[config.mk]
export PLATFORM = sky130hd
export DESIGN_NAME = refcounted_packet_pool_flat
export DESIGN_NICKNAME = d
export VERILOG_FILES = /design/src/design/rpp_pkg.sv /design/src/design/rpp_stream_if.sv /design/src/design/refcounted_packet_pool.sv /design/src/design/rpp_ram.sv /design/src/design/rpp_front.sv /design/src/design/rpp_queue.sv /design/src/design/rpp_back.sv /design/src/flat_wrapper.sv
export SDC_FILE = /design/constraint.sdc
export NUM_CORES = 1
export LEC_CHECK = 0
export ABC_CLOCK_PERIOD_IN_PS = 14000
export BUFFER_PORTS_ARGS = -buffer_cell sky130_fd_sc_hd__buf_2
export CAP_MARGIN = 0
export CORE_UTILIZATION = 55
export CTS_BUF_LIST = sky130_fd_sc_hd__clkbuf_4
export CTS_CLUSTER_SIZE = 40
export DETAILED_ROUTE_END_ITERATION = 6
export HOLD_SLACK_MARGIN = 0.15
export PLACE_DENSITY = 0.76
export SYNTH_ARGS = -nofsm -noshare
export SYNTH_HDL_FRONTEND = slang
export SYNTH_HIERARCHICAL = 1
export SYNTH_SLANG_ARGS = --single-unit
[constraint.sdc]
create_clock -name clk_i -period 14 [get_ports clk_i]
set_clock_uncertainty 0.15 [all_clocks]
set_input_delay 0.7 -clock clk_i [delete_from_list [all_inputs] [get_ports clk_i]]
set_output_delay 0.7 -clock clk_i [all_outputs]
set_load 0.02 [all_outputs]
[src/design/rpp_pkg.sv]
// ----------------------------------------------------------------------------
// rpp_pkg: shared types and codes for the reference-counted packet pool
// Request, result and configuration payloads, the classified command that
// passes from the front end to the back end, and the back-end sequencer states.
// ----------------------------------------------------------------------------
package rpp_pkg;

  // Request type codes as they arrive on the request channel
  localparam logic [1:0] REQ_ALLOC   = 2'd0;
  localparam logic [1:0] REQ_SUBMIT  = 2'd1;
  localparam logic [1:0] REQ_RELEASE = 2'd2;

  // Configuration register indexes
  localparam logic CFG_POOL_PACKETS = 1'b0;
  localparam logic CFG_PACKET_BYTES = 1'b1;

  // Fixed field widths and queue depth
  localparam int RC_W        = 4;
  localparam int OFFSET_W    = 20;
  localparam int QUEUE_DEPTH = 2;

  typedef logic [1:0]          src_t;
  typedef logic [3:0]          pkt_idx_t;
  typedef logic [3:0]          fan_t;
  typedef logic [4:0]          cnt_out_t;
  typedef logic [OFFSET_W-1:0] offset_t;
  typedef logic [15:0]         bytes_t;
  typedef logic [RC_W-1:0]     ref_cnt_t;

  typedef enum logic [1:0] {
    ST_OK    = 2'd0,
    ST_EMPTY = 2'd1,
    ST_BAD   = 2'd2
  } status_e;

  // Operation after classification
  typedef enum logic [1:0] {
    OP_ALLOC,
    OP_SUBMIT,
    OP_RELEASE,
    OP_BAD
  } op_e;

  typedef enum logic [1:0] {
    BK_IDLE,
    BK_STACK,
    BK_EXEC
  } bk_state_e;

  typedef struct packed {
    logic [1:0] req_type;
    src_t       source;
    pkt_idx_t   packet_index;
    fan_t       fanout;
  } req_t;

  typedef struct packed {
    status_e  status;
    pkt_idx_t granted_index;
    offset_t  byte_offset;
    logic     freed;
    cnt_out_t free_count;
  } res_t;

  typedef struct packed {
    logic   index;
    bytes_t value;
  } cfg_t;

  // Classified request held in the queue between front and back
  typedef struct packed {
    op_e      op;
    src_t     src;
    pkt_idx_t pkt;
    fan_t     fan;
    logic     src_ok;
    logic     idx_ok;
  } cmd_t;

endpackage

[src/design/rpp_stream_if.sv]
// ----------------------------------------------------------------------------
// rpp_stream_if: valid/ready channel carrying one payload per request
// The source drives valid and data, the sink drives ready.
// ----------------------------------------------------------------------------
interface rpp_stream_if #(
  parameter type payload_t = logic
) ();
  logic     valid;
  logic     ready;
  payload_t data;

  modport source (output valid, output data, input ready);
  modport sink (input valid, input data, output ready);
endinterface

[src/design/refcounted_packet_pool.sv]
// ----------------------------------------------------------------------------
// refcounted_packet_pool: per-source multicast packet buffer manager
// Allocates packet indices from per-source LIFO free lists and tracks their
// reference counts through submit and release.
// ----------------------------------------------------------------------------
// Usage:
//   req_i  - request channel (req_type, source, packet_index, fanout).
//   res_o  - one result per request (status, granted_index, byte_offset,
//            freed, free_count), in request order.
//   cfg_i  - register writes: index 0 pool_packets, index 1 packet_bytes.
//            Write only while no request is in flight; a pool_packets write
//            refills every free list and clears all reference counts.
// Timing:
//   A request is queued on acceptance. The back end takes it, reads the
//   stack top and packet state memories, then writes them back; allocate
//   also reads the free stack before it writes, at an address given by the
//   stack top it has just read.
// Reset:
//   Free lists are full (index 0 on top), pool_packets 16, packet_bytes 64.
//   Entry valid bits give the reset contents at once; there is no clearing
//   pass. When the receiver stalls the result is held and up to three further
//   requests are taken (one waiting in the back end, two in the queue) before
//   req_i.ready drops.
// ----------------------------------------------------------------------------
module refcounted_packet_pool #(
  parameter int SOURCES    = 4,
  parameter int PACKETS    = 16,
  parameter int MAX_FANOUT = 15
) (
  input  logic         clk_i,
  input  logic         rst_ni,
  rpp_stream_if.sink   req_i,
  rpp_stream_if.sink   cfg_i,
  rpp_stream_if.source res_o
);

  localparam int CNT_W = $clog2(PACKETS + 1);

  logic                  push_valid, push_ready;
  rpp_pkg::cmd_t         push_data;
  logic                  pop_valid, pop_ready;
  rpp_pkg::cmd_t         pop_data;
  logic [CNT_W-1:0]      pool;

  // Classify incoming requests
  rpp_front #(
    .SOURCES    (SOURCES),
    .PACKETS    (PACKETS),
    .MAX_FANOUT (MAX_FANOUT)
  ) u_front (
    .req_i        (req_i),
    .pool_i       (pool),
    .push_valid_o (push_valid),
    .push_ready_i (push_ready),
    .push_data_o  (push_data)
  );

  // Decouple front and back
  rpp_queue u_queue (
    .clk_i        (clk_i),
    .rst_ni       (rst_ni),
    .push_valid_i (push_valid),
    .push_ready_o (push_ready),
    .push_data_i  (push_data),
    .pop_valid_o  (pop_valid),
    .pop_ready_i  (pop_ready),
    .pop_data_o   (pop_data)
  );

  // Execute against the pool state
  rpp_back #(
    .SOURCES (SOURCES),
    .PACKETS (PACKETS)
  ) u_back (
    .clk_i       (clk_i),
    .rst_ni      (rst_ni),
    .cfg_i       (cfg_i),
    .pop_valid_i (pop_valid),
    .pop_ready_o (pop_ready),
    .pop_data_i  (pop_data),
    .pool_o      (pool),
    .res_o       (res_o)
  );

endmodule

[src/design/rpp_ram.sv]
// ----------------------------------------------------------------------------
// rpp_ram: generic single-write, single-read RAM
// One write port and one read port; read data is registered.
// ----------------------------------------------------------------------------
module rpp_ram #(
  parameter int WIDTH = 4,
  parameter int DEPTH = 64
) (
  input  logic                                   clk_i,
  input  logic                                   we_i,
  input  logic [(DEPTH > 1 ? $clog2(DEPTH) : 1)-1:0] waddr_i,
  input  logic [WIDTH-1:0]                       wdata_i,
  input  logic                                   re_i,
  input  logic [(DEPTH > 1 ? $clog2(DEPTH) : 1)-1:0] raddr_i,
  output logic [WIDTH-1:0]                       rdata_o
);

  logic [WIDTH-1:0] mem_q [DEPTH];

  // Write port
  always_ff @(posedge clk_i) begin
    if (we_i) begin
      mem_q[waddr_i] <= wdata_i;
    end
  end

  // Registered read port, hold when idle
  always_ff @(posedge clk_i) begin
    if (re_i) begin
      rdata_o <= mem_q[raddr_i];
    end
  end

endmodule

[src/design/rpp_front.sv]
// ----------------------------------------------------------------------------
// rpp_front: request front end
// Accepts requests, checks source and index range, clamps the fanout and
// hands a classified command to the queue.
// ----------------------------------------------------------------------------
module rpp_front #(
  parameter int SOURCES    = 4,
  parameter int PACKETS    = 16,
  parameter int MAX_FANOUT = 15
) (
  rpp_stream_if.sink                  req_i,
  input  logic [$clog2(PACKETS+1)-1:0] pool_i,
  output logic                        push_valid_o,
  input  logic                        push_ready_i,
  output rpp_pkg::cmd_t               push_data_o
);

  logic src_ok;

  // Pass the handshake straight on to the queue
  assign push_valid_o = req_i.valid;
  assign req_i.ready  = push_ready_i;

  // Classify the request
  always_comb begin
    src_ok = 32'(req_i.data.source) < SOURCES;

    push_data_o        = '0;
    push_data_o.src_ok = src_ok;
    push_data_o.src    = src_ok ? req_i.data.source : '0;
    push_data_o.pkt    = req_i.data.packet_index;
    push_data_o.idx_ok = 32'(req_i.data.packet_index) < 32'(pool_i);
    push_data_o.fan    = (32'(req_i.data.fanout) > MAX_FANOUT) ?
                         rpp_pkg::fan_t'(MAX_FANOUT) : req_i.data.fanout;

    case (req_i.data.req_type)
      rpp_pkg::REQ_ALLOC:   push_data_o.op = rpp_pkg::OP_ALLOC;
      rpp_pkg::REQ_SUBMIT:  push_data_o.op = rpp_pkg::OP_SUBMIT;
      rpp_pkg::REQ_RELEASE: push_data_o.op = rpp_pkg::OP_RELEASE;
      default:              push_data_o.op = rpp_pkg::OP_BAD;
    endcase

    // Mark any request to a source that does not exist as bad
    if (!src_ok) begin
      push_data_o.op = rpp_pkg::OP_BAD;
    end
  end

endmodule

[src/design/rpp_queue.sv]
// ----------------------------------------------------------------------------
// rpp_queue: short command queue between front and back end
// A small FIFO of classified commands so that either side can stall.
// ----------------------------------------------------------------------------
module rpp_queue (
  input  logic          clk_i,
  input  logic          rst_ni,
  input  logic          push_valid_i,
  output logic          push_ready_o,
  input  rpp_pkg::cmd_t push_data_i,
  output logic          pop_valid_o,
  input  logic          pop_ready_i,
  output rpp_pkg::cmd_t pop_data_o
);

  localparam int PTR_W = (rpp_pkg::QUEUE_DEPTH > 1) ? $clog2(rpp_pkg::QUEUE_DEPTH) : 1;
  localparam int CNT_W = $clog2(rpp_pkg::QUEUE_DEPTH + 1);

  rpp_pkg::cmd_t    slot_q [rpp_pkg::QUEUE_DEPTH];
  logic [PTR_W-1:0] wr_ptr_q, wr_ptr_d;
  logic [PTR_W-1:0] rd_ptr_q, rd_ptr_d;
  logic [CNT_W-1:0] count_q, count_d;
  logic             push, pop;

  assign push_ready_o = 32'(count_q) < rpp_pkg::QUEUE_DEPTH;
  assign pop_valid_o  = count_q != '0;
  assign pop_data_o   = slot_q[rd_ptr_q];
  assign push         = push_valid_i && push_ready_o;
  assign pop          = pop_valid_o && pop_ready_i;

  // Advance pointers and fill level
  always_comb begin
    wr_ptr_d = wr_ptr_q;
    rd_ptr_d = rd_ptr_q;
    count_d  = count_q;
    if (push) begin
      wr_ptr_d = (32'(wr_ptr_q) == rpp_pkg::QUEUE_DEPTH - 1) ? '0 : wr_ptr_q + 1'b1;
    end
    if (pop) begin
      rd_ptr_d = (32'(rd_ptr_q) == rpp_pkg::QUEUE_DEPTH - 1) ? '0 : rd_ptr_q + 1'b1;
    end
    if (push && !pop) begin
      count_d = count_q + 1'b1;
    end else if (pop && !push) begin
      count_d = count_q - 1'b1;
    end
  end

  always_ff @(posedge clk_i or negedge rst_ni) begin
    if (!rst_ni) begin
      wr_ptr_q <= '0;
      rd_ptr_q <= '0;
      count_q  <= '0;
    end else begin
      wr_ptr_q <= wr_ptr_d;
      rd_ptr_q <= rd_ptr_d;
      count_q  <= count_d;
    end
  end

  // Store pushed commands
  always_ff @(posedge clk_i) begin
    if (push) begin
      slot_q[wr_ptr_q] <= push_data_i;
    end
  end

endmodule

[src/design/rpp_back.sv]
// ----------------------------------------------------------------------------
// rpp_back: request back end
// Holds the configuration, the per-source free stacks, stack tops and packet
// state, runs each command as a read then a write and drives the result.
// ----------------------------------------------------------------------------
module rpp_back #(
  parameter int SOURCES = 4,
  parameter int PACKETS = 16
) (
  input  logic                         clk_i,
  input  logic                         rst_ni,
  rpp_stream_if.sink                   cfg_i,
  input  logic                         pop_valid_i,
  output logic                         pop_ready_o,
  input  rpp_pkg::cmd_t                pop_data_i,
  output logic [$clog2(PACKETS+1)-1:0] pool_o,
  rpp_stream_if.source                 res_o
);

  localparam int CNT_W     = $clog2(PACKETS + 1);
  localparam int IDX_W     = (PACKETS > 1) ? $clog2(PACKETS) : 1;
  localparam int SRC_W     = (SOURCES > 1) ? $clog2(SOURCES) : 1;
  localparam int STK_DEPTH = SOURCES * PACKETS;
  localparam int AW        = (STK_DEPTH > 1) ? $clog2(STK_DEPTH) : 1;
  localparam int PKT_W     = rpp_pkg::RC_W + 1;
  localparam int POOL_RST  = (PACKETS < 16) ? PACKETS : 16;

  function automatic logic [AW-1:0] slot_addr(input logic [SRC_W-1:0] s,
                                              input logic [IDX_W-1:0] k);
    slot_addr = AW'(32'(s) * PACKETS + 32'(k));
  endfunction

  // Configuration
  logic [CNT_W-1:0]     pool_q, pool_wr;
  rpp_pkg::bytes_t      bytes_q;
  logic                 pool_we, bytes_we;

  // Sequencer
  rpp_pkg::bk_state_e   state_q, state_d;
  rpp_pkg::cmd_t        cmd_q;
  logic                 pop, exec_go, out_free;

  // Memory ports
  logic                 top_re, top_we;
  logic [SRC_W-1:0]     top_raddr, top_waddr;
  logic [CNT_W-1:0]     top_rd, top_wdata;
  logic                 stk_re, stk_we;
  logic [AW-1:0]        stk_raddr, stk_waddr;
  logic [IDX_W-1:0]     stk_rd, stk_wdata;
  logic                 pkt_re, pkt_we;
  logic [AW-1:0]        pkt_raddr, pkt_waddr;
  logic [PKT_W-1:0]     pkt_rd, pkt_wdata;

  // Entry valid bits and their registered reads
  logic                 top_vld_q [SOURCES];
  logic                 stk_vld_q [STK_DEPTH];
  logic                 pkt_vld_q [STK_DEPTH];
  logic                 top_rd_vld_q, stk_rd_vld_q, pkt_rd_vld_q;

  // Execution
  logic [SRC_W-1:0]     src;
  logic [IDX_W-1:0]     idx, alloc_idx, off_idx;
  logic [CNT_W-1:0]     top_cur, top_new;
  logic                 in_use, off_en;
  rpp_pkg::ref_cnt_t    rc, rc_new;
  logic                 push_en;
  logic                 top_we_x, stk_we_x, pkt_we_x;
  rpp_pkg::res_t        res_d, res_q;
  logic                 out_valid_q;

  // ---------------------------------------------------------------- config
  assign cfg_i.ready = 1'b1;
  assign pool_we     = cfg_i.valid && (cfg_i.data.index == rpp_pkg::CFG_POOL_PACKETS);
  assign bytes_we    = cfg_i.valid && (cfg_i.data.index == rpp_pkg::CFG_PACKET_BYTES);
  assign pool_o      = pool_q;

  // Clamp the pool size to one up to the packet count
  always_comb begin
    if (cfg_i.data.value[4:0] == 5'd0) begin
      pool_wr = CNT_W'(1);
    end else if (32'(cfg_i.data.value[4:0]) > PACKETS) begin
      pool_wr = CNT_W'(PACKETS);
    end else begin
      pool_wr = CNT_W'(cfg_i.data.value[4:0]);
    end
  end

  always_ff @(posedge clk_i or negedge rst_ni) begin
    if (!rst_ni) begin
      pool_q  <= CNT_W'(POOL_RST);
      bytes_q <= 16'd64;
    end else begin
      if (pool_we) begin
        pool_q <= pool_wr;
      end
      if (bytes_we) begin
        bytes_q <= cfg_i.data.value;
      end
    end
  end

  // ---------------------------------------------------------------- sequencer
  assign out_free = !out_valid_q || res_o.ready;
  assign pop      = pop_valid_i && pop_ready_o;

  // Next state
  always_comb begin
    state_d = state_q;
    case (state_q)
      rpp_pkg::BK_IDLE: begin
        if (pop_valid_i) begin
          state_d = (pop_data_i.op == rpp_pkg::OP_ALLOC) ? rpp_pkg::BK_STACK
                                                          : rpp_pkg::BK_EXEC;
        end
      end
      rpp_pkg::BK_STACK: state_d = rpp_pkg::BK_EXEC;
      rpp_pkg::BK_EXEC: begin
        if (out_free) begin
          state_d = rpp_pkg::BK_IDLE;
        end
      end
      default: state_d = rpp_pkg::BK_IDLE;
    endcase
  end

  // Sequencer outputs: pop and read issue
  always_comb begin
    pop_ready_o = 1'b0;
    exec_go     = 1'b0;
    stk_re      = 1'b0;
    case (state_q)
      rpp_pkg::BK_IDLE:  pop_ready_o = 1'b1;
      rpp_pkg::BK_STACK: stk_re      = top_cur != '0;
      rpp_pkg::BK_EXEC:  exec_go     = out_free;
      default: ;
    endcase
  end

  always_ff @(posedge clk_i or negedge rst_ni) begin
    if (!rst_ni) begin
      state_q <= rpp_pkg::BK_IDLE;
    end else begin
      state_q <= state_d;
    end
  end

  always_ff @(posedge clk_i) begin
    if (pop) begin
      cmd_q <= pop_data_i;
    end
  end

  // Read addresses: stack top and packet state from the queue head, free stack from the held command
  assign top_re    = pop;
  assign pkt_re    = pop;
  assign top_raddr = SRC_W'(pop_data_i.src);
  assign pkt_raddr = slot_addr(SRC_W'(pop_data_i.src),
                               pop_data_i.idx_ok ? IDX_W'(pop_data_i.pkt) : '0);
  assign stk_raddr = slot_addr(src, IDX_W'(top_cur - CNT_W'(1)));

  // ---------------------------------------------------------------- memories
  rpp_ram #(.WIDTH(CNT_W), .DEPTH(SOURCES)) u_top_ram (
    .clk_i   (clk_i),
    .we_i    (top_we),
    .waddr_i (top_waddr),
    .wdata_i (top_wdata),
    .re_i    (top_re),
    .raddr_i (top_raddr),
    .rdata_o (top_rd)
  );

  rpp_ram #(.WIDTH(IDX_W), .DEPTH(STK_DEPTH)) u_stack_ram (
    .clk_i   (clk_i),
    .we_i    (stk_we),
    .waddr_i (stk_waddr),
    .wdata_i (stk_wdata),
    .re_i    (stk_re),
    .raddr_i (stk_raddr),
    .rdata_o (stk_rd)
  );

  rpp_ram #(.WIDTH(PKT_W), .DEPTH(STK_DEPTH)) u_pkt_ram (
    .clk_i   (clk_i),
    .we_i    (pkt_we),
    .waddr_i (pkt_waddr),
    .wdata_i (pkt_wdata),
    .re_i    (pkt_re),
    .raddr_i (pkt_raddr),
    .rdata_o (pkt_rd)
  );

  // Valid bits: cleared at reset and on a pool size write, set on write
  always_ff @(posedge clk_i or negedge rst_ni) begin
    if (!rst_ni) begin
      for (int i = 0; i < SOURCES; i++) top_vld_q[i] <= 1'b0;
      for (int i = 0; i < STK_DEPTH; i++) begin
        stk_vld_q[i] <= 1'b0;
        pkt_vld_q[i] <= 1'b0;
      end
    end else if (pool_we) begin
      for (int i = 0; i < SOURCES; i++) top_vld_q[i] <= 1'b0;
      for (int i = 0; i < STK_DEPTH; i++) begin
        stk_vld_q[i] <= 1'b0;
        pkt_vld_q[i] <= 1'b0;
      end
    end else begin
      if (top_we) top_vld_q[top_waddr] <= 1'b1;
      if (stk_we) stk_vld_q[stk_waddr] <= 1'b1;
      if (pkt_we) pkt_vld_q[pkt_waddr] <= 1'b1;
    end
  end

  // Read valid bits alongside the RAM data
  always_ff @(posedge clk_i) begin
    if (top_re) top_rd_vld_q <= top_vld_q[top_raddr];
    if (stk_re) stk_rd_vld_q <= stk_vld_q[stk_raddr];
    if (pkt_re) pkt_rd_vld_q <= pkt_vld_q[pkt_raddr];
  end

  // ---------------------------------------------------------------- execute
  assign src       = SRC_W'(cmd_q.src);
  assign idx       = cmd_q.idx_ok ? IDX_W'(cmd_q.pkt) : '0;
  assign top_cur   = top_rd_vld_q ? top_rd : pool_q;
  assign in_use    = pkt_rd_vld_q && pkt_rd[rpp_pkg::RC_W];
  assign rc        = pkt_rd_vld_q ? pkt_rd[rpp_pkg::RC_W-1:0] : '0;
  // Unwritten stack slot k holds pool-1-k
  assign alloc_idx = stk_rd_vld_q ? stk_rd
                                  : IDX_W'(pool_q - CNT_W'(1) - (top_cur - CNT_W'(1)));

  always_comb begin
    res_d               = '0;
    res_d.status        = rpp_pkg::ST_BAD;
    res_d.granted_index = cmd_q.pkt;
    top_new             = top_cur;
    off_en              = 1'b0;
    off_idx             = idx;
    push_en             = 1'b0;
    rc_new              = rc;
    top_we_x            = 1'b0;
    pkt_we_x            = 1'b0;
    pkt_waddr           = slot_addr(src, idx);
    pkt_wdata           = '0;

    case (cmd_q.op)
      rpp_pkg::OP_ALLOC: begin
        res_d.granted_index = '0;
        if (top_cur == '0) begin
          res_d.status = rpp_pkg::ST_EMPTY;
        end else begin
          res_d.status        = rpp_pkg::ST_OK;
          res_d.granted_index = rpp_pkg::pkt_idx_t'(alloc_idx);
          off_en              = 1'b1;
          off_idx             = alloc_idx;
          top_new             = top_cur - CNT_W'(1);
          top_we_x            = 1'b1;
          pkt_we_x            = 1'b1;
          pkt_waddr           = slot_addr(src, alloc_idx);
          pkt_wdata           = {1'b1, rpp_pkg::ref_cnt_t'(0)};
        end
      end
      rpp_pkg::OP_SUBMIT: begin
        if (cmd_q.idx_ok && in_use && rc == '0) begin
          res_d.status = rpp_pkg::ST_OK;
          off_en       = 1'b1;
          rc_new       = rpp_pkg::ref_cnt_t'(cmd_q.fan);
          pkt_we_x     = 1'b1;
          pkt_wdata    = {rc_new != '0, rc_new};
          push_en      = rc_new == '0;
        end
      end
      rpp_pkg::OP_RELEASE: begin
        if (cmd_q.idx_ok && in_use && rc != '0) begin
          res_d.status = rpp_pkg::ST_OK;
          off_en       = 1'b1;
          rc_new       = rc - 1'b1;
          pkt_we_x     = 1'b1;
          pkt_wdata    = {rc_new != '0, rc_new};
          push_en      = rc_new == '0;
        end
      end
      default: ;
    endcase

    // Push the freed index back onto the stack
    res_d.freed = push_en;
    stk_we_x    = 1'b0;
    if (push_en && (32'(top_cur) < PACKETS)) begin
      stk_we_x = 1'b1;
      top_we_x = 1'b1;
      top_new  = top_cur + CNT_W'(1);
    end

    res_d.byte_offset = off_en ? rpp_pkg::OFFSET_W'(32'(off_idx) * 32'(bytes_q)) : '0;
    res_d.free_count  = cmd_q.src_ok ? rpp_pkg::cnt_out_t'(top_new) : '0;
  end

  // Commit writes only when the result can be taken
  assign top_we    = exec_go && top_we_x;
  assign top_waddr = src;
  assign top_wdata = top_new;
  assign stk_we    = exec_go && stk_we_x;
  assign stk_waddr = slot_addr(src, IDX_W'(top_cur));
  assign stk_wdata = idx;
  assign pkt_we    = exec_go && pkt_we_x;

  // ---------------------------------------------------------------- result
  always_ff @(posedge clk_i or negedge rst_ni) begin
    if (!rst_ni) begin
      out_valid_q <= 1'b0;
    end else if (exec_go) begin
      out_valid_q <= 1'b1;
    end else if (res_o.ready) begin
      out_valid_q <= 1'b0;
    end
  end

  always_ff @(posedge clk_i) begin
    if (exec_go) begin
      res_q <= res_d;
    end
  end

  assign res_o.valid = out_valid_q;
  assign res_o.data  = res_q;

`ifndef SYNTHESIS
  a_freed_is_ok: assert property (@(posedge clk_i) disable iff (!rst_ni)
    res_o.valid && res_o.data.freed |-> res_o.data.status == rpp_pkg::ST_OK)
    else $error("freed result without ok status");

  a_empty_fields: assert property (@(posedge clk_i) disable iff (!rst_ni)
    res_o.valid && res_o.data.status == rpp_pkg::ST_EMPTY |->
      res_o.data.free_count == '0 && res_o.data.granted_index == '0)
    else $error("empty pool result with nonzero count or index");

  a_exec_shows: assert property (@(posedge clk_i) disable iff (!rst_ni)
    exec_go |=> res_o.valid)
    else $error("executed request produced no result");

  a_pop_leaves_idle: assert property (@(posedge clk_i) disable iff (!rst_ni)
    pop |=> state_q != rpp_pkg::BK_IDLE)
    else $error("sequencer stayed idle after taking a command");
`endif

endmodule

[src/flat_wrapper.sv]
// flat-port wrapper written by rule: the top's interface ports become plain ports
module refcounted_packet_pool_flat 
#(
  parameter int SOURCES    = 4,
  parameter int PACKETS    = 16,
  parameter int MAX_FANOUT = 15
)
  (clk_i, rst_ni, req_i_valid, req_i_data, req_i_ready, cfg_i_valid, cfg_i_data, cfg_i_ready, res_o_valid, res_o_data, res_o_ready);
  rpp_stream_if #(.payload_t(rpp_pkg::req_t)) req_i_i ();
  rpp_stream_if #(.payload_t(rpp_pkg::cfg_t)) cfg_i_i ();
  rpp_stream_if #(.payload_t(rpp_pkg::res_t)) res_o_i ();
  input  logic clk_i;
  input  logic rst_ni;
  input wire logic [$bits(req_i_i.valid)-1:0] req_i_valid;
  input wire logic [$bits(req_i_i.data)-1:0] req_i_data;
  output wire logic [$bits(req_i_i.ready)-1:0] req_i_ready;
  input wire logic [$bits(cfg_i_i.valid)-1:0] cfg_i_valid;
  input wire logic [$bits(cfg_i_i.data)-1:0] cfg_i_data;
  output wire logic [$bits(cfg_i_i.ready)-1:0] cfg_i_ready;
  output wire logic [$bits(res_o_i.valid)-1:0] res_o_valid;
  output wire logic [$bits(res_o_i.data)-1:0] res_o_data;
  input wire logic [$bits(res_o_i.ready)-1:0] res_o_ready;
  assign req_i_i.valid = req_i_valid;
  assign req_i_i.data = req_i_data;
  assign req_i_ready = req_i_i.ready;
  assign cfg_i_i.valid = cfg_i_valid;
  assign cfg_i_i.data = cfg_i_data;
  assign cfg_i_ready = cfg_i_i.ready;
  assign res_o_valid = res_o_i.valid;
  assign res_o_data = res_o_i.data;
  assign res_o_i.ready = res_o_ready;
  refcounted_packet_pool #(.SOURCES(SOURCES), .PACKETS(PACKETS), .MAX_FANOUT(MAX_FANOUT)) u_core (.clk_i(clk_i), .rst_ni(rst_ni), .req_i(req_i_i), .cfg_i(cfg_i_i), .res_o(res_o_i));
endmodule
* Word-level counts from Yosys, hierarchy flattened
Memory sizes are Yosys's and may differ from the RTL's. A register that Yosys moved wholly into a read port is not among the register bits. Cells that the tools add are included.
Storage, ports and cells: flip-flop bits (word level) 209, memories kept 4, latch bits 0, output and inout bits 35, memory bits (writable) 622, ROM bits 0, logic and storage cells 321
Operators by class: divide/modulo/power cells 0, equality and inequality tests 8, bitwise logic cells 10, shift operators 0, multiplexer cells 77, reduce and logical (&&, ||, !) cells 41, add/sub/neg operators 14, $lt $le $gt $ge 13, multiply operators 1
Memories:
- u_core.u_back.u_pkt_ram.mem_q | depth 64, bits a word 5, rd ports 1, clocked after Yosys merged registers in 1, wr ports 1, line rpp_ram.sv:18 | logic [WIDTH-1:0] mem_q [DEPTH];
- u_core.u_back.u_stack_ram.mem_q | depth 64, bits a word 4, rd ports 1, clocked after Yosys merged registers in 1, wr ports 1, line rpp_ram.sv:18
- u_core.u_queue.slot_q | depth 2, bits a word 13, rd ports 1, clocked after Yosys merged registers in 0, wr ports 1, line rpp_queue.sv:19 | rpp_pkg::cmd_t slot_q [rpp_pkg::QUEUE_DEPTH];
- u_core.u_back.u_top_ram.mem_q | depth 4, bits a word 5, rd ports 1, clocked after Yosys merged registers in 1, wr ports 1, line rpp_ram.sv:18
Operators with widths (count):
- two-way mux 64 bit | 4
- OR 64 bit | 2
- two-way mux 5 bit | 9
- two-way mux 4 bit | 10
- two-way mux 1 bit | 33
- adder 6 x 4 -> 6 bit | 5
- greater-or-equal comparator 7 bit, second input constant | 4
- inverter 6 -> 7 bit | 4
- multiplier 4 x 16 -> 20 bit | 1
- one-hot mux 2 bit (3 select lines) | 3
- logical AND 1 bit | 17
- one-hot mux 5 bit (3 select lines) | 1
- < comparator 7 x 1 -> 1 bit, second input constant | 2
- two-way mux 2 bit | 7
- binary-select mux 1 bit (select 6 bit) | 2
- demux 1 bit (select 6 bit) | 2
- logical NOT 4 bit | 3
- two-way mux 6 bit | 2
- nonzero test 2 bit | 6
- nonzero test 4 bit | 3
- logical NOT 5 bit | 2
- logical NOT 2 bit | 4
- subtractor 4 x 1 -> 4 bit, second input constant | 2
- equality test 2 x 1 -> 1 bit, second input constant | 3
- other kinds (26) | 33

* Logic depth before layout (Yosys ltp)
depth after elaboration 15, gate-level depth with buffers 28, mapped depth without buffers 22

* Hierarchy
The synthesis kept the hierarchy.
By module, submodules not included:
- rpp_ram (u_core.u_back.u_pkt_ram) | cells each 610, area each 12818.5 um2, instances 1
- rpp_back | cells each 1159, area each 11856.4 um2, instances 1
- rpp_ram (u_core.u_back.u_stack_ram) | cells each 521, area each 10447.5 um2, instances 1
- rpp_queue | cells each 61, area each 1258.7 um2, instances 1
- rpp_ram (u_core.u_back.u_top_ram) | cells each 35, area each 905.9 um2, instances 1
- rpp_front | cells each 28, area each 198.9 um2, instances 1

* Worst setup path after synthesis
No wires, ideal clock.
path kind register -> register, start point register u_core.u_back.top_rd_vld_q, end point register u_core.u_back.res_q, in the netlist u_core/u_back/res_o.data[24] (data pin), arrival time 5.806 ns, period minus slack after synthesis 6.225 ns, library setup time 0.269 ns, slack 7.775 ns, stages on the path, launching flop included 29, buffers on the path 6, cell sequence edfxtp_1 > buf_6 > buf_12 > mux2i_4 > buf_6 > buf_6 > ha_1 > xnor2_1 > inv_1 > ha_1 > a21oi_1 > xor2_1 > xnor2_1 > o21a_2 > inv_2 > buf_4 > buf_4 > and2_1 > fa_1 > inv_1 > fa_1 > inv_1 > ha_1 > a21oi_1 > o21a_1 > a221oi_1 > nor4_1 > o41ai_1 > mux2i_1
On the way: longest elaborated chain between the ends 7, elaborated cells between the ends (all ways) 10, those cells by class add/sub: 2; mul: 1; mux: 6; reduce/logical: 1
RTL lines:
- start: declaration | line rpp_back.sv:58 | logic top_rd_vld_q, stk_rd_vld_q, pkt_rd_vld_q;
- start signal: assignment | line rpp_back.sv:215 | if (top_re) top_rd_vld_q <= top_vld_q[top_raddr];
- two-way mux 5 bit * | line rpp_back.sv:223 | assign top_cur = top_rd_vld_q ? top_rd : pool_q;
- subtractor 5 x 1 -> 5 bit
- subtractor 4 bit | line rpp_back.sv:228 | : IDX_W'(pool_q - CNT_W'(1) - (top_cur - CNT_W'(1)));
- two-way mux 4 bit | line rpp_back.sv:227 | assign alloc_idx = stk_rd_vld_q ? stk_rd
- two-way mux 4 bit * | line rpp_back.sv:247 | if (top_cur == '0) begin
- two-way mux 4 bit * | line rpp_back.sv:244 | case (cmd_q.op)
- via u_core.u_back.off_idx[3] | line rpp_back.sv:62 | logic [IDX_W-1:0] idx, alloc_idx, off_idx;
- multiplier 4 x 16 -> 20 bit * | line rpp_back.sv:293 | res_d.byte_offset = off_en ? rpp_pkg::OFFSET_W'(32'(off_idx) * 32'(bytes_q)) : '0;
- end signal: assignment | line rpp_back.sv:319 | res_q <= res_d;
- end: declaration | line rpp_back.sv:68 | rpp_pkg::res_t res_d, res_q;
The timed path passes the listed nets; every way through them passes the cells marked *. A chain may end at the register's enable or synchronous reset.

* Final worst setup path
start point register u_core.u_back.top_rd_vld_q, end point register u_core.u_back.res_q, in the netlist u_core/u_back/res_o.data[23] (data pin)
On the way: longest elaborated chain between the ends 7, elaborated cells between the ends (all ways) 10, those cells by class add/sub: 2; mul: 1; mux: 6; reduce/logical: 1
RTL lines (line):
- two-way mux 5 bit * | rpp_back.sv:223
- subtractor 5 x 1 -> 5 bit
- subtractor 4 bit | rpp_back.sv:228
- two-way mux 4 bit | rpp_back.sv:227
- two-way mux 4 bit | rpp_back.sv:247
- two-way mux 4 bit | rpp_back.sv:244
- multiplier 4 x 16 -> 20 bit | rpp_back.sv:293
Every way passes the cells marked *; elsewhere a longest branch is shown, timed or not.

==> flow_summary.yaml <==
status:
  outcome: "finished, final reports clean"
floorplanning:
  dieArea_sq_mm: 0.0692
  die_h_microns: 263
  core_sq_mm: 0.0673
  die_w_microns: 263
  fp-row-count: 95
  ioPinCount: 69
  start_util: 0.557
setup_path:
  rrSetupSlack_ns: 5.29
  r2r-start: "u_core/u_back/top_rd_vld_q"
  crit_arrival_ns: 9.32
  path_max_fanout: 56
  path_class: "reg -> reg"
  required_ns: 14.61
  crit_chain: "mux2i_4, buf_4, ha_1, xnor2_2, buf_4, inv_1, ha_1, a21oi_1, xor2_1, xnor2_1, o21a_2, inv_2, and2_1, fa_1, inv_1, fa_1, inv_1, ha_1, nand2_1, or3b_2, a21oi_1, a22o_1, o21ai_0, mux2i_1"
  max_stage_delay_ns: 0.80
  crit_buf_inv: 6
  end_kind: "flip-flop"
  cp_top_family: "adder cells"
  cp_slowest_cell: "edfxtp_1"
  rr_worst_depth: 24
  cp-start-kind: "flip-flop"
  reg2reg_to: "u_core/u_back/res_o.data[23]"
  critPathLaunch: "u_core/u_back/top_rd_vld_q"
power:
  clock_power_share: 0.228
  totalPowerFinal_uw: 8790
  power.density_mw_per_mm2: 212
  seqPwrFrac: 0.369
  comb_power_share: 0.403
  p_leak_uw: 0.0148
  p_int_uw: 5480
  ir_drop_uv: 152
  power.net_switching_uw: 3310
  p_sw_frac: 0.376
synthesis:
  synth-seq-area-share: 0.657
  synth_top_cell_by_area: "edfxtp_1"
  ys_ff_latch: 847
  netlist_area_sq_mm: 0.0375
  yosys_warnings: 6
  ys_types: 88
  synth_top_cell_area_share: 0.550
  avgSynthCellArea_sq_um: 15.5
  synth_flop_cell: "edfxtp_1"
  syn_inst: 2414
  synthArstFlopShare: 0.189
  synth-edff-count: 687
  synth_area_leaders: "edfxtp_1 (55%), dfrtp_1 (11%), mux4_2 (8.5%)"
  syn_nets: 2515
cells_and_area:
  postLayoutCoreUtil: 0.616
  fin_cells: 3659
  fill_cells: 4768
  area_growth_pct: 10.6
  drive_above_1_share: 0.230
  nets: 2719
drt:
  wl_per_cell_microns: 22.6
  via_per_inst: 6.15
  drc_errors: 0
  ant_nets: 0
  firstDrtPassIters: 5
  via_count: 22488
  drt-total-wl_microns: 82700
  drtIter0Drc: 2542
timing:
  post-route-period-util: 0.622
  setup_viol: 0
  hold_slack_ns: 0.293
  rsz0062_at_grt: "false"
  fin_crit_ns: 8.71
  relSlewSlack: 0.164
  timing.fmax_ghz: 0.115
  worst_pin_slew_ns: 1.25
  slew_viol_final: 0
  hold_violations: 0
  setup_tns_ns: 0
place:
  gp_congestion: 0.875
  dp_hpwl_microns: 52100
  portBuffers: 67
  dpl.cell_count: 3250
clock_tree:
  cts_root_buf: "clkbuf_4"
  cts.clk_slew.worst_paths_ns: 0.07
  cts_sinks: 847
  cts_max_path_buffers: 3
  cts_tree: "yes"
  clkLatencyLatePin_ns: 1.05
  htreeDepth: 4
  cts_setup_buffers: 0
  cts_buffers: 197
  postCtsResizedCells: 0
  hold_buffers: 42
global_routing:
  antenna_found_initial: 9
  grt_pass1_wl_microns: 129000
  grt_pass1_vias: 22871
  grt_use_total: 0.244
  grt_max_degree: 69
  grt-ovfl-total: 0
worst_hold_path:
  hold_depth: 3
  hp-class: "in -> reg"
  hold_end: "u_core/u_back/bytes_q[12]"
  min_from: "cfg_i_data[12]"
flow_run:
  max_cap_violations: 0
-- synth_stat cells (40+ instances only) --
cell and count:
a21oi_1 59, and2_1 61, clkbuf_1 58, dfrtp_1 158
edfxtp_1 687, inv_1 70, mux2_2 40, mux4_2 142
nand2_1 225, nor2_1 220, o21ai_0 53, o31ai_1 73
-- cell families after synthesis --
group,Yosys count,synth area share
DFF,847,0.657
buffers and inverters,210,0.0306
AOI/OAI and AO/OA,316,0.0564
other,2,0.000200
and+or+nand+nor,681,0.0842
xor gates and xnor gates,23,0.00587
muxes,267,0.137
adders and majority gates,68,0.0282
-- power groups by stage --
| stage | clock network, uW | registers, uW | logic [uW] |
|---|---|---|---|
| 2_1_floorplan | 0 | 3330 | 2580 |
| 4_1_cts | 2050 | 3240 | 3510 |
| 6_report | 2000 | 3240 | 3540 |
| 3_3_place_gp | 0 | 3290 | 3380 |
| 3_5_place_dp | 0 | 3290 | 3480 |
| 5_1_grt | 2170 | 3260 | 3830 |
-- worst max path at each step --
stage                                         to  slack (ns)  cells after the start
floorplan           u_core/u_back/res_o.data[24]        7.77                     28
detailed placement  u_core/u_back/res_o.data[23]        5.35                     24
global route        u_core/u_back/res_o.data[23]        4.75                     24
global placement    u_core/u_back/res_o.data[23]        5.58                     24
CTS                 u_core/u_back/res_o.data[23]        5.36                     24
finish              u_core/u_back/res_o.data[23]        5.29                     24
-- area by class of cell --
type | count | area, sq um | area share
antenna | 5 | 12.5 | 0.000302
clock buffer | 285 | 2140 | 0.0516
clock inverter | 77 | 497 | 0.0120
inverter | 74 | 280 | 0.00676
multi-input combinational | 1357 | 11800 | 0.284
sequential | 847 | 24600 | 0.594
tap | 873 | 1090 | 0.0264
timing repair buffer | 141 | 1010 | 0.0244
-- worst min-delay path, stage by stage --
cell	delay, ns
dlygate4sd3_1	0.51
buf_2	0.09
mux2_2	0.13
-- stage by stage --
stage	setup slack (ns)	instance area (sq um)
2_1_floorplan	7.77	37500
6_report	5.29	41400
3_3_place_gp	5.58	38400
5_1_grt	4.75	41400
3_5_place_dp	5.35	38400
4_1_cts	5.36	41400
-- flip-flops by register name, indices dropped and copies added, names as in the netlist, 12 cells and up --
register / flops
u_core/u_back/u_pkt_ram/mem_q: 320
u_core/u_back/u_stack_ram/mem_q: 256
u_core/u_back/pkt_vld_q: 64
u_core/u_back/stk_vld_q: 64
u_core/u_back/res_o.data: 32
u_core/u_queue/slot_q: 28
u_core/u_back/u_top_ram/mem_q: 20
u_core/u_back/bytes_q: 16
u_core/u_back/cmd_q: 12
-- layout by cell type (no fill, tap or decap), types with 17 or more instances in the layout --
cell,count
inv_1,68
o31ai_1,73
buf_4,32
a21oi_1,57
nor2b_1,20
a31oi_1,20
mux4_2,142
edfxtp_1,687
mux4_1,35
buf_2,66
dfrtp_1,158
o21ai_0,53
dlygate4sd3_1,41
clkbuf_4,285
mux2i_1,38
nand2_1,225
clkinv_1,55
and2_1,60
mux2_2,40
nor2_1,216
ha_1,39
nand2b_1,17
nand3_1,28
a22oi_1,17
o22ai_1,24
nor3_1,24
fa_1,28
-- metal layers --
metal	vias to the layer above	wire length [microns]	global-route usage
met4	6	2130	0.0887
li1	9814	-	-
met2	1177	40300	0.389
met5	-	41	0
met3	171	8150	0.0653
met1	11320	32100	0.324
Note: power is estimated with default switching activity, not from simulation.
